File: config.mk
export PLATFORM = sky130hd
export DESIGN_NAME = zfe_cmul
export DESIGN_NICKNAME = d
export VERILOG_FILES = /design/src/hdl/zfe_pkg.sv /design/src/hdl/zfe_cmul.sv
export SDC_FILE = /design/constraint.sdc
export NUM_CORES = 2
export LEC_CHECK = 0
export ABC_AREA = 0
export BUFFER_PORTS_ARGS = -buffer_cell sky130_fd_sc_hd__buf_2
export CAP_MARGIN = 25
export CORE_ASPECT_RATIO = 1.75
export CORE_MARGIN = 4
export CORE_UTILIZATION = 40
export CTS_CLUSTER_DIAMETER = 200
export DETAILED_ROUTE_END_ITERATION = 8
export PLACE_DENSITY = 0.54
export SLEW_MARGIN = 20
export SYNTH_ARGS = -nofsm -noshare
export SYNTH_HDL_FRONTEND = slang
export SYNTH_SLANG_ARGS = --single-unit
File: constraint.sdc
create_clock -name clk -period 5.29 [get_ports clk]
set_input_delay 0.529 -clock clk [delete_from_list [all_inputs] [get_ports clk]]
set_output_delay 0.529 -clock clk [all_outputs]
set_load 0.03 [all_outputs]
File: src/hdl/zfe_pkg.sv
`timescale 1ns / 1ps

package zfe_pkg;

    localparam int          EPS_WIDTH = 16;
    localparam logic [15:0] EPS_RESET = 16'd67;

    localparam int NUM_LANES = 2;
    localparam int LANE_RE   = 0;
    localparam int LANE_IM   = 1;

    typedef struct packed {
        logic en;
        logic valid;
    } pipe_ctrl_t;

endpackage

File: src/hdl/zfe_cmul.sv
`timescale 1ns / 1ps

module zfe_cmul #(
    parameter int W = 16
) (
    input  logic                               clk,
    input  logic                               rst_n,
    input  zfe_pkg::pipe_ctrl_t                ctrl_in,
    input  logic signed [W-1:0]                chan_re,
    input  logic signed [W-1:0]                chan_im,
    input  logic signed [W-1:0]                rx_re,
    input  logic signed [W-1:0]                rx_im,
    input  logic [zfe_pkg::EPS_WIDTH-1:0]      epsilon,
    output logic                               valid,
    output logic [2*W:0]                       den,
    output logic [zfe_pkg::NUM_LANES-1:0][2*W:0] num
);

    import zfe_pkg::*;

    localparam int PW = 2 * W;
    localparam int DW = 2 * W + 1;

    logic signed [PW-1:0] p_rr_reg, p_ii_reg, p_ryr_reg, p_iyi_reg, p_ryi_reg, p_iyr_reg;
    logic signed [PW-1:0] p_rr_next, p_ii_next, p_ryr_next, p_iyi_next, p_ryi_next, p_iyr_next;
    logic                 valid1_reg, valid2_reg;
    logic [DW-1:0]        den_reg, den_next;
    logic signed [PW:0]   nre_reg, nim_reg, nre_next, nim_next;

    // Stage one: six products
    always_comb
    begin
        p_rr_next  = chan_re * chan_re;
        p_ii_next  = chan_im * chan_im;
        p_ryr_next = chan_re * rx_re;
        p_iyi_next = chan_im * rx_im;
        p_ryi_next = chan_re * rx_im;
        p_iyr_next = chan_im * rx_re;
    end

    // Stage two: energy plus regulariser, conj(h)*y
    always_comb
    begin
        den_next = DW'($unsigned(p_rr_reg)) + DW'($unsigned(p_ii_reg)) + DW'(epsilon);
        nre_next = (PW+1)'(p_ryr_reg) + (PW+1)'(p_iyi_reg);
        nim_next = (PW+1)'(p_ryi_reg) - (PW+1)'(p_iyr_reg);
    end

    always_ff @(posedge clk or negedge rst_n)
    begin
        if (!rst_n)
        begin
            valid1_reg <= 1'b0;
            valid2_reg <= 1'b0;
        end
        else if (ctrl_in.en)
        begin
            valid1_reg <= ctrl_in.valid;
            valid2_reg <= valid1_reg;
        end
    end

    always_ff @(posedge clk)
    begin
        if (ctrl_in.en)
        begin
            p_rr_reg  <= p_rr_next;
            p_ii_reg  <= p_ii_next;
            p_ryr_reg <= p_ryr_next;
            p_iyi_reg <= p_iyi_next;
            p_ryi_reg <= p_ryi_next;
            p_iyr_reg <= p_iyr_next;
            den_reg   <= den_next;
            nre_reg   <= nre_next;
            nim_reg   <= nim_next;
        end
    end

    assign valid        = valid2_reg;
    assign den          = den_reg;
    assign num[LANE_RE] = nre_reg;
    assign num[LANE_IM] = nim_reg;

endmodule

==> reports/metrics.csv <==
stage,metric,value,unit
run_status,failing checks,setup timing,
placement,dpl hpwl,168000,um
placement,I/O Buffers,183,
route,DR pass1 iterations,7,
critical_path,crit path DAT,6200,ps
finish,Finished Core Util,0.509,
route,WL/cell,18.4,um
timing,Final Hold Vio Count,0,
global_route,GR Util All Layers,0.221,
yosys,Main synth FF type,edfxtp_1,
route,Post-DRT Antenna Nets,0,
clocking,clock sinks,291,
timing,fmax,0.172,GHz
yosys,register bit count reported by yosys,291,
yosys,Syn Area/Cell,9.70,um^2
route,Routed WL,200000,um
timing,relative slew slack,0.479,
placement,dpl ws,-1450,ps
global_route,first-pass GRT wire length,320000,um
yosys,adder-cell share of the synthesized area,0.540,
timing,final setup margin,-510,ps
finish,"Design Area, Final",89800,um^2
die,die area,185000,um^2
yosys,multiplexer share of the synthesized area,0.00102,
yosys,Post-synth EDFFs,289,
timing,period utilisation layout,1.10,
die,core area,177000,um^2
global_route,antenna violations before repair,13,
die,row cnt,204,
finish,"most common cell after layout, fill and taps aside",inv_1,
timing,Final setup viols,81,
hold_path,worst hold path class,in2reg,
route,via count,52945,
yosys,Post-Syn Area,71200,um^2
timing,worst clock skew,35.4,ps
run_status,status,"complete, but fails checks",
critical_path,R2R setup slack,1260,ps
route,initial DRC count,2037,
yosys,post-synthesis xor/xnor area fraction,0.0377,
clocking,number of CTS-inserted buffers,38,
clocking,clk_lat worst skew,650,ps
clocking,Clock transition at path regs,70,ps
yosys,"Seq/Total Area, Yosys",0.123,
global_route,GRT overflow,0,
yosys,Mapped Cells,7336,
yosys,Yosys warnings,0,
yosys,Cell variety after synth,87,
die,# IOs,184,
timing,Hold Slack,149,ps
clocking,TritonCTS clock tree,done,
critical_path,CP Capture Type,register,
critical_path,critical path type,in2reg,
timing,max-slew violations,0,
finish,Nets,10707,
yosys,Synth async-reset ratio,0.00687,
route,DR DRC count,0,
yosys,syn nets,9572,
clocking,CTS root buffer,clkbuf_16,
global_route,vias in the first global route,60251,
timing,crit path time final,5800,ps
job,max cap viols,0,
finish,synth-to-layout area growth,26.2,%
global_route,largest net degree at the start of global routing,98,
critical_path,Worst Path Required,5690,ps
timing,Least-Margin Pin Slew,782,ps
yosys,largest family of logic cells by synthesized area,adder cells,
clocking,htree depth,2,
die,width of the die,327,um
placement,gpl congestion,0.887,
timing,unrepaired setup endpoints after global routing,yes,
critical_path,crit-path max FO,6,
finish,most frequent cells in the layout,"1731 x inv_1, 1431 x fa_1, 976 x buf_4, 666 x nand2_1, 533 x ha_1",
placement,placed cell area,83600,um^2
finish,share of layout cells above drive strength 1,0.258,
die,Die H,566,um
critical_path,Worst Setup Start Kind,primary input,
yosys,Post-Synth Simple-Gate Area,0.117,
yosys,Compound-Gate Fraction of Synth Area,0.0677,
clocking,CTS Buffer Depth,3,
route,vias per std cell,4.87,
die,initial core utilization,0.403,
-- worst max-delay path: stages --
cell,delay (ps)
buf_12,120
buf_12,140
buf_12,140
and2_4,130
fa_1,510
inv_2,40
fa_1,460
fa_1,500
inv_1,50
fa_1,480
fa_1,500
inv_1,50
fa_1,510
inv_2,50
ha_4,210
a211o_1,290
a221oi_2,220
o21ai_1,140
a31o_2,270
buf_6,150
a31o_4,240
a21oi_4,180
mux2i_1,200
nand3_1,80
-- routing by layer --
layer	routed length, um	up-vias	GRT usage	share of wire
met5	61	-	0	0.00031
met4	13700	8	0.117	0.068
met3	6320	366	0.0221	0.032
met2	110000	931	0.425	0.55
met1	70100	27304	0.236	0.35
li1	-	24336	-	-
-- logic make-up after synthesis --
kind of cell,count (synthesis)
AOI/OAI and AO/OA,701
xor gates and xnor gates,306
adders and majority gates,2152
buffers and inverters,2150
DFF,291
muxes,7
other,2
and+or+nand+nor,1727
-- per-stage QoR --
stage / setup TNS, ps / std cells
floorplan: -38760 / 7336
global placement: -121250 / 10644
detailed placement: -126780 / 10644
CTS: -19380 / 10818
global route: -34310 / 10871
finish: -21350 / 10873
-- final cells by class --
type,instances,area [um^2]
fill,16468,86800
multi-input combinational,4895,57800
timing repair buffer,1375,12000
sequential,291,8730
inverter,1870,7050
tap,2369,2960
clock buffer,46,1000
clock inverter,22,238
antenna,5,12.5
-- cell usage after synthesis (6+ instances only) --
| cell | count | area, um^2 |
|---|---|---|
| xnor2_1 | 243 | 2130 |
| nor2_1 | 224 | 841 |
| fa_1 | 1533 | 30700 |
| a21boi_0 | 7 | 52.6 |
| clkbuf_1 | 265 | 995 |
| o21a_1 | 25 | 188 |
| a31o_2 | 18 | 158 |
| inv_1 | 1866 | 7000 |
| a21o_1 | 114 | 856 |
| buf_1 | 14 | 52.6 |
| nand2b_1 | 44 | 275 |
| edfxtp_1 | 289 | 8680 |
| o21ai_1 | 12 | 60.1 |
| ha_1 | 619 | 7740 |
| nand2_1 | 730 | 2740 |
| nand4_1 | 17 | 106 |
| a21oi_1 | 203 | 1020 |
| or2_2 | 6 | 37.5 |
| o31ai_1 | 9 | 67.6 |
| xor2_1 | 63 | 552 |
| a2111oi_0 | 6 | 52.6 |
| a211oi_1 | 19 | 143 |
| nor3_1 | 40 | 200 |
| a211o_1 | 7 | 61.3 |
| o2111ai_1 | 6 | 52.6 |
| a311oi_1 | 8 | 70.1 |
| o21bai_1 | 32 | 240 |
| a221oi_1 | 6 | 52.6 |
| and3_1 | 22 | 138 |
| a31oi_1 | 23 | 144 |
| or3_1 | 8 | 50.1 |
| nor2b_1 | 19 | 119 |
| o211ai_1 | 14 | 105 |
| nand3_1 | 37 | 185 |
| o21ai_0 | 106 | 531 |
| and2_1 | 562 | 3520 |
-- final timing paths --
kind,startpoint,end,cells after the start
hold / removal,ctrl_in[0],valid1_reg$_DFFE_PN0P_,2
max in group asynchronous,rst_n,valid1_reg$_DFFE_PN0P_,2
setup / recovery,chan_im[8],p_iyr_reg[26]$_DFFE_PP_,24
hold reg to reg,valid$_DFFE_PN0P_,valid$_DFFE_PN0P_,1
setup reg to reg,p_rr_reg[0]$_DFFE_PP_,den[29]$_DFFE_PP_,14
min in group asynchronous,rst_n,valid$_DFFE_PN0P_,2
-- timing repair --
action | 4_1_cts | 5_1_grt
gates cloned | 5 | 3
resized for setup | 573 | 357
hold endpoints to repair | 2 | 0
setup endpoints to repair | 104 | 109
hold buffers | 1 | 0
setup buffers | 135 | 68
pin swaps | 354 | 367
Power is left out: the tool's default activity adds up to more than one toggle a clock period on the data nets, which glitch-free logic cannot reach.
