## src/hdl/zfe_pkg.sv

```systemverilog
`timescale 1ns / 1ps

package zfe_pkg;

    localparam int          EPS_WIDTH = 16;
    localparam logic [15:0] EPS_RESET = 16'd67;

    localparam int NUM_LANES = 2;
    localparam int LANE_RE   = 0;
    localparam int LANE_IM   = 1;

    typedef struct packed {
        logic en;
        logic valid;
    } pipe_ctrl_t;

endpackage

```

## src/hdl/zfe_div.sv

```systemverilog
`timescale 1ns / 1ps

module zfe_div #(
    parameter int W = 16,
    parameter int F = 10
) (
    input  logic                                   clk,
    input  logic                                   rst_n,
    input  zfe_pkg::pipe_ctrl_t                    ctrl_in,
    input  logic [2*W:0]                           den,
    input  logic [zfe_pkg::NUM_LANES-1:0][2*W:0]   num,
    output logic                                   valid,
    output logic [zfe_pkg::NUM_LANES-1:0][W-1:0]   eq,
    output logic                                   clipped
);

    import zfe_pkg::*;

    localparam int MW = 2 * W;
    localparam int DW = 2 * W + 1;
    localparam int RW = (2 * W + F > W + DW) ? 2 * W + F : W + DW;
    localparam logic [W-1:0] HALF = W'(1) << (W - 1);

    // Magnitude stage
    logic                           a_valid_reg;
    logic [NUM_LANES-1:0][MW-1:0]   a_mag_reg, a_mag_next;
    logic [NUM_LANES-1:0]           a_neg_reg, a_neg_next;
    logic [DW-1:0]                  a_den_reg;
    logic                           a_dz_reg;

    // Division stages, index 0 is after the overflow check
    logic                           valid_reg [0:W];
    logic [NUM_LANES-1:0][RW-1:0]   r_reg     [0:W-1];
    logic [NUM_LANES-1:0][W-1:0]    q_reg     [0:W];
    logic [NUM_LANES-1:0]           neg_reg   [0:W];
    logic [NUM_LANES-1:0]           ovf_reg   [0:W];
    logic [DW-1:0]                  den_reg   [0:W-1];
    logic                           dz_reg    [0:W];

    logic [NUM_LANES-1:0][RW-1:0]   r0_next;
    logic [NUM_LANES-1:0]           ovf0_next;

    // Output stage
    logic                           o_valid_reg;
    logic [NUM_LANES-1:0][W-1:0]    o_eq_reg, o_eq_next;
    logic                           o_clip_reg, o_clip_next;

    always_comb
    begin
        for (int l = 0; l < NUM_LANES; l++)
        begin
            a_neg_next[l] = num[l][MW];
            a_mag_next[l] = num[l][MW] ? MW'(~num[l] + (MW+1)'(1)) : num[l][MW-1:0];
        end
    end

    // Quotient must stay below 2^W, otherwise it saturates
    always_comb
    begin
        for (int l = 0; l < NUM_LANES; l++)
        begin
            r0_next[l]   = RW'(a_mag_reg[l]) << F;
            ovf0_next[l] = r0_next[l] >= (RW'(a_den_reg) << W);
        end
    end

    always_ff @(posedge clk or negedge rst_n)
    begin
        if (!rst_n)
        begin
            a_valid_reg  <= 1'b0;
            valid_reg[0] <= 1'b0;
            o_valid_reg  <= 1'b0;
        end
        else if (ctrl_in.en)
        begin
            a_valid_reg  <= ctrl_in.valid;
            valid_reg[0] <= a_valid_reg;
            o_valid_reg  <= valid_reg[W];
        end
    end

    always_ff @(posedge clk)
    begin
        if (ctrl_in.en)
        begin
            a_mag_reg  <= a_mag_next;
            a_neg_reg  <= a_neg_next;
            a_den_reg  <= den;
            a_dz_reg   <= (den == '0);
            r_reg[0]   <= r0_next;
            q_reg[0]   <= '0;
            neg_reg[0] <= a_neg_reg;
            ovf_reg[0] <= ovf0_next;
            den_reg[0] <= a_den_reg;
            dz_reg[0]  <= a_dz_reg;
            o_eq_reg   <= o_eq_next;
            o_clip_reg <= o_clip_next;
        end
    end

    // One quotient bit per stage, most significant first
    for (genvar k = 1; k <= W; k++)
    begin : g_step
        localparam int B = W - k;

        logic [NUM_LANES-1:0][DW+1:0] diff;
        logic [NUM_LANES-1:0][RW-1:0] r_next;
        logic [NUM_LANES-1:0][W-1:0]  q_next;

        always_comb
        begin
            r_next = r_reg[k-1];
            q_next = q_reg[k-1];
            for (int l = 0; l < NUM_LANES; l++)
            begin
                diff[l] = {1'b0, r_reg[k-1][l][B +: DW+1]} - {2'b00, den_reg[k-1]};
                if (!diff[l][DW+1])
                begin
                    r_next[l][B +: DW+1] = diff[l][DW:0];
                    q_next[l][B]         = 1'b1;
                end
            end
        end

        always_ff @(posedge clk or negedge rst_n)
        begin
            if (!rst_n)
            begin
                valid_reg[k] <= 1'b0;
            end
            else if (ctrl_in.en)
            begin
                valid_reg[k] <= valid_reg[k-1];
            end
        end

        always_ff @(posedge clk)
        begin
            if (ctrl_in.en)
            begin
                q_reg[k]   <= q_next;
                neg_reg[k] <= neg_reg[k-1];
                ovf_reg[k] <= ovf_reg[k-1];
                dz_reg[k]  <= dz_reg[k-1];
            end
        end

        if (k < W)
        begin : g_carry
            always_ff @(posedge clk)
            begin
                if (ctrl_in.en)
                begin
                    r_reg[k]   <= r_next;
                    den_reg[k] <= den_reg[k-1];
                end
            end
        end
    end

    // Saturate, restore sign, force zero on an empty denominator
    always_comb
    begin
        logic [NUM_LANES-1:0]        sat;
        logic [NUM_LANES-1:0][W-1:0] mag;
        for (int l = 0; l < NUM_LANES; l++)
        begin
            if (neg_reg[W][l])
            begin
                sat[l] = ovf_reg[W][l] || (q_reg[W][l] > HALF);
                mag[l] = sat[l] ? HALF : q_reg[W][l];
                o_eq_next[l] = (~mag[l]) + W'(1);
            end
            else
            begin
                sat[l] = ovf_reg[W][l] || q_reg[W][l][W-1];
                mag[l] = sat[l] ? (HALF - W'(1)) : q_reg[W][l];
                o_eq_next[l] = mag[l];
            end
            if (dz_reg[W])
            begin
                o_eq_next[l] = '0;
            end
        end
        o_clip_next = dz_reg[W] || (|sat);
    end

    assign valid   = o_valid_reg;
    assign eq      = o_eq_reg;
    assign clipped = o_clip_reg;

endmodule

```

## config.mk

```make
export PLATFORM = sky130hd
export DESIGN_NAME = zfe_div
export DESIGN_NICKNAME = d
export VERILOG_FILES = /design/src/hdl/zfe_pkg.sv /design/src/hdl/zfe_div.sv
export SDC_FILE = /design/constraint.sdc
export NUM_CORES = 2
export LEC_CHECK = 0
export BUFFER_PORTS_ARGS = -buffer_cell sky130_fd_sc_hd__buf_2
export CAP_MARGIN = 20
export CELL_PAD_IN_SITES_DETAIL_PLACEMENT = 1
export CELL_PAD_IN_SITES_GLOBAL_PLACEMENT = 1
export CORE_ASPECT_RATIO = 0.6
export CORE_UTILIZATION = 24
export CTS_CLUSTER_SIZE = 10
export DETAILED_ROUTE_END_ITERATION = 16
export GPL_TIMING_DRIVEN = 0
export PLACE_DENSITY = 0.43
export RECOVER_POWER = 50
export SLEW_MARGIN = 20
export SYNTH_ARGS = -nofsm -noshare
export SYNTH_HDL_FRONTEND = slang
export SYNTH_SLANG_ARGS = --single-unit
```

## constraint.sdc

```tcl
create_clock -name clk -period 5.3 [get_ports clk]
set_input_delay 1.06 -clock clk [delete_from_list [all_inputs] [get_ports clk]]
set_output_delay 1.06 -clock clk [all_outputs]
set_load 0.03 [all_outputs]
```

==> reports/metrics.cfg <==
[pwr]
totalPowerFinal_w=0.09221
leakage_nw=57.15
cellPowerDensity_mw_per_mm2=631.1
peakVddDrop_v=0.0002857

[worst_setup_path]
crit_chain=fa_1, nor2b_1, o31a_1, a21oi_1, a21oi_4, a31o_2, o2111ai_1, nand2_1, a221o_1, a211o_1, buf_4, buf_4, clkbuf_4, a21oi_1
timing.setup.critical_path_class=register to register
arrival_ns=5.84
end_kind=register
crit_slowest_cell=edfxtp_1
crit_path_max_fanout=10
slowest_delay_ns=0.56
critPathRequiredTime_ns=5.94
start_kind=register

[floorplan]
start_util_pct=24.11
fp.dieArea_mm2=0.5301
die_h_um=564.4
core-area_mm2=0.5248
io-pin-count=137
dieWidth_um=939.3
row_count=206

[clocking]
cts_sinks=2121
clk_pin_slew_worst_paths_ns=0.05
numCtsBuffers=269
h-tree-depth=5
clock_latency_ns=0.97
cts_root_buf=clkbuf_16
clock_path_buffers=4
cts_tree=built

[synthesis]
ys_seq_area_share_pct=50.27
avgSynthCellArea_um2=10.80
ys.flop_type=edfxtp_1
synth_area_mm2=0.1265
yosysWarningCount=0
synthDistinctLibCells=86
synth_enable_flop_cells=2102
synthArstFlopShare_pct=0.8958
ys_ff_latch=2121
synthCells=11710

[outcome]
status=finished with violations
violations=capacitance limit, slew limit

[placed_design]
placed_area_mm2=0.1374
hpwl_um=410000
post-place-ws_ns=-1.711
place_congestion=0.9221
io_buffers=136

[finish]
fill_cells=58510
multiInputGateArea_mm2=0.05973
area_growth_pct=15.50
largest_reg_flops=1084
register_area_mm2=0.06360
final_area_mm2=0.1461
drive_gt1_share_pct=8.266
fin_nets=13400

[sta]
slew_headroom_pct=-119.4
hold_viol=0
slew_viol_final=224
worst_slack_ns=0.09516
min_period_over_period_pct=98.20
period_minus_slack_ns=5.205
tightest_slew_ns=3.291
finClkSkew_ns=0.08712
final-setup-viol-count=0
timing.fmax_mhz=192.1

[detailed_routing]
detail_route.iter0.violations=9358
wl_um=497800
ant_nets=0
first_pass_iters=6
avgViaCountPerCell=4.945
wl_per_cell_um=25.78
drc=0
route.vias.total=95480

[global_routing]
antenna_found_initial=42
grt-ovfl-total=0
grt_pass1_vias=93380
grt_usage_pct=18.19
grt_pass1_wl_um=704700
grt_max_degree=141

[job]
maxCapViolations=2

[min_path]
min_path_type=input port to register

layout make-up:
type	count	area share (%)
multi-input cells	8514	40.88
well taps	6968	5.967
clock inverters	78	0.5078
repair buffers	212	1.292
diodes	25	0.04282
inverters	818	2.104
flip-flops and latches	2121	43.52
clock buffers	323	4.833
plain buffers	250	0.8486
cells by family after synthesis:
logic type / after synthesis / synth area share (%)
XOR/XNOR: 848 / 5.871
other: 1 / 0.002964
adder cells (fa/ha/maj): 1110 / 11.16
flip-flops: 2121 / 50.27
AO/OA/AOI/OAI: 3414 / 16.75
buffers and inverters: 1078 / 3.218
multiplexers: 237 / 2.092
AND/OR/NAND/NOR: 2899 / 10.64
layer usage:
layer / GRT usage (%) / vias to the layer above / wire length [um]
met4: 2.486 / 0 / 5984
met2: 18.56 / 2533 / 145200
met5: 0 / - / 0
met3: 5.215 / 358 / 45250
met1: 33.53 / 48200 / 301300
li1: - / 44390 / -
stage by stage:
step                      std cells  hold slack [ns]  setup TNS (ns)  util (%)
after floorplan               11710           0.4003               0         -
after global placement        18820           0.4043               -     25.90
after detailed placement      18880           0.4056         -778.78     26.18
after CTS                     19280           0.1822               0     27.79
after global routing          19290           0.2222     -0.00005818     27.83
final                         19310           0.3091               0     27.84
cells in the mapped netlist, drive strengths merged, types with 21 or more instances:
cell type | instances | area share, %
a2111oi | 26 | 0.21
a211o | 27 | 0.19
a211oi | 114 | 0.68
a21boi | 38 | 0.23
a21o | 471 | 2.8
a21oi | 993 | 3.9
a31o | 27 | 0.19
a31oi | 99 | 0.49
a41oi | 21 | 0.15
and2 | 48 | 0.24
and3 | 72 | 0.36
and4 | 29 | 0.20
buf | 32 | 0.11
clkbuf | 228 | 0.68
edfxtp | 2102 | 50
fa | 30 | 0.47
ha | 1080 | 11
inv | 818 | 2.4
mux2 | 219 | 1.9
nand2 | 1026 | 3.0
nand2b | 165 | 0.82
nand3 | 174 | 0.69
nand4 | 95 | 0.47
nor2 | 753 | 2.2
nor2b | 154 | 0.76
nor3 | 175 | 0.70
nor4 | 34 | 0.17
o2111ai | 25 | 0.17
o211ai | 50 | 0.30
o21a | 145 | 0.86
o21ai | 954 | 3.8
o21bai | 105 | 0.62
o31ai | 99 | 0.59
o41ai | 30 | 0.21
or2 | 40 | 0.20
or3 | 61 | 0.30
or4 | 28 | 0.17
xnor2 | 494 | 3.4
xor2 | 354 | 2.5
critical path: cells and delay by family (launching register included):
| family | cells | cell delay [ns] |
|---|---|---|
| compound gates | 8 | 2.11 |
| buf+inv | 3 | 1.10 |
| flops | 1 | 0.56 |
| simple gates | 2 | 0.56 |
| fa+ha+maj | 1 | 0.53 |
report_power, final:
| group | switching (W) | internal (W) |
|---|---|---|
| logic | 0.0304 | 0.0164 |
| registers | 0.00285 | 0.0252 |
| clock network | 0.00760 | 0.00979 |
cells in the final DEF (no fill, tap or decap), types with 164 or more instances in the layout:
cell,synthesis,layout
a21oi_1,993,977
clkbuf_16,0,276
mux2_2,215,215
xnor2_1,494,494
nand2_1,1026,1025
nor2_1,753,752
o21ai_0,941,920
inv_1,818,817
xor2_1,354,354
nand2b_1,165,164
ha_1,1080,1080
a21o_1,471,471
clkbuf_1,228,232
nand3_1,174,174
edfxtp_1,2102,2102
worst paths after layout:
check / cells after the start / slack [ns] / to / from
worst min register to register: 0 / 0.41 / q_reg[2][10] / q_reg[1][234]
min in group asynchronous: 2 / 0.80 / valid / rst_n
max in group asynchronous: 2 / 3.87 / valid_reg[5] / rst_n
worst max-delay path: 14 / 0.1 / r_reg[6][162] / den_reg[12][0]
worst min-delay path: 1 / 0.31 / a_den_reg[11] / den[11]
worst max register to register: 14 / 0.1 / r_reg[6][162] / den_reg[12][0]
what timing repair did:
item	in CTS	in global routing
hold endpoints to repair	19	0
hold buffers	1	0
gates cloned	2	1
resized for setup	155	113
endpoints found under the setup margin	903	668
buffers inserted	9	4
pin swaps	7	5
Power figures use the tool's default switching activity.
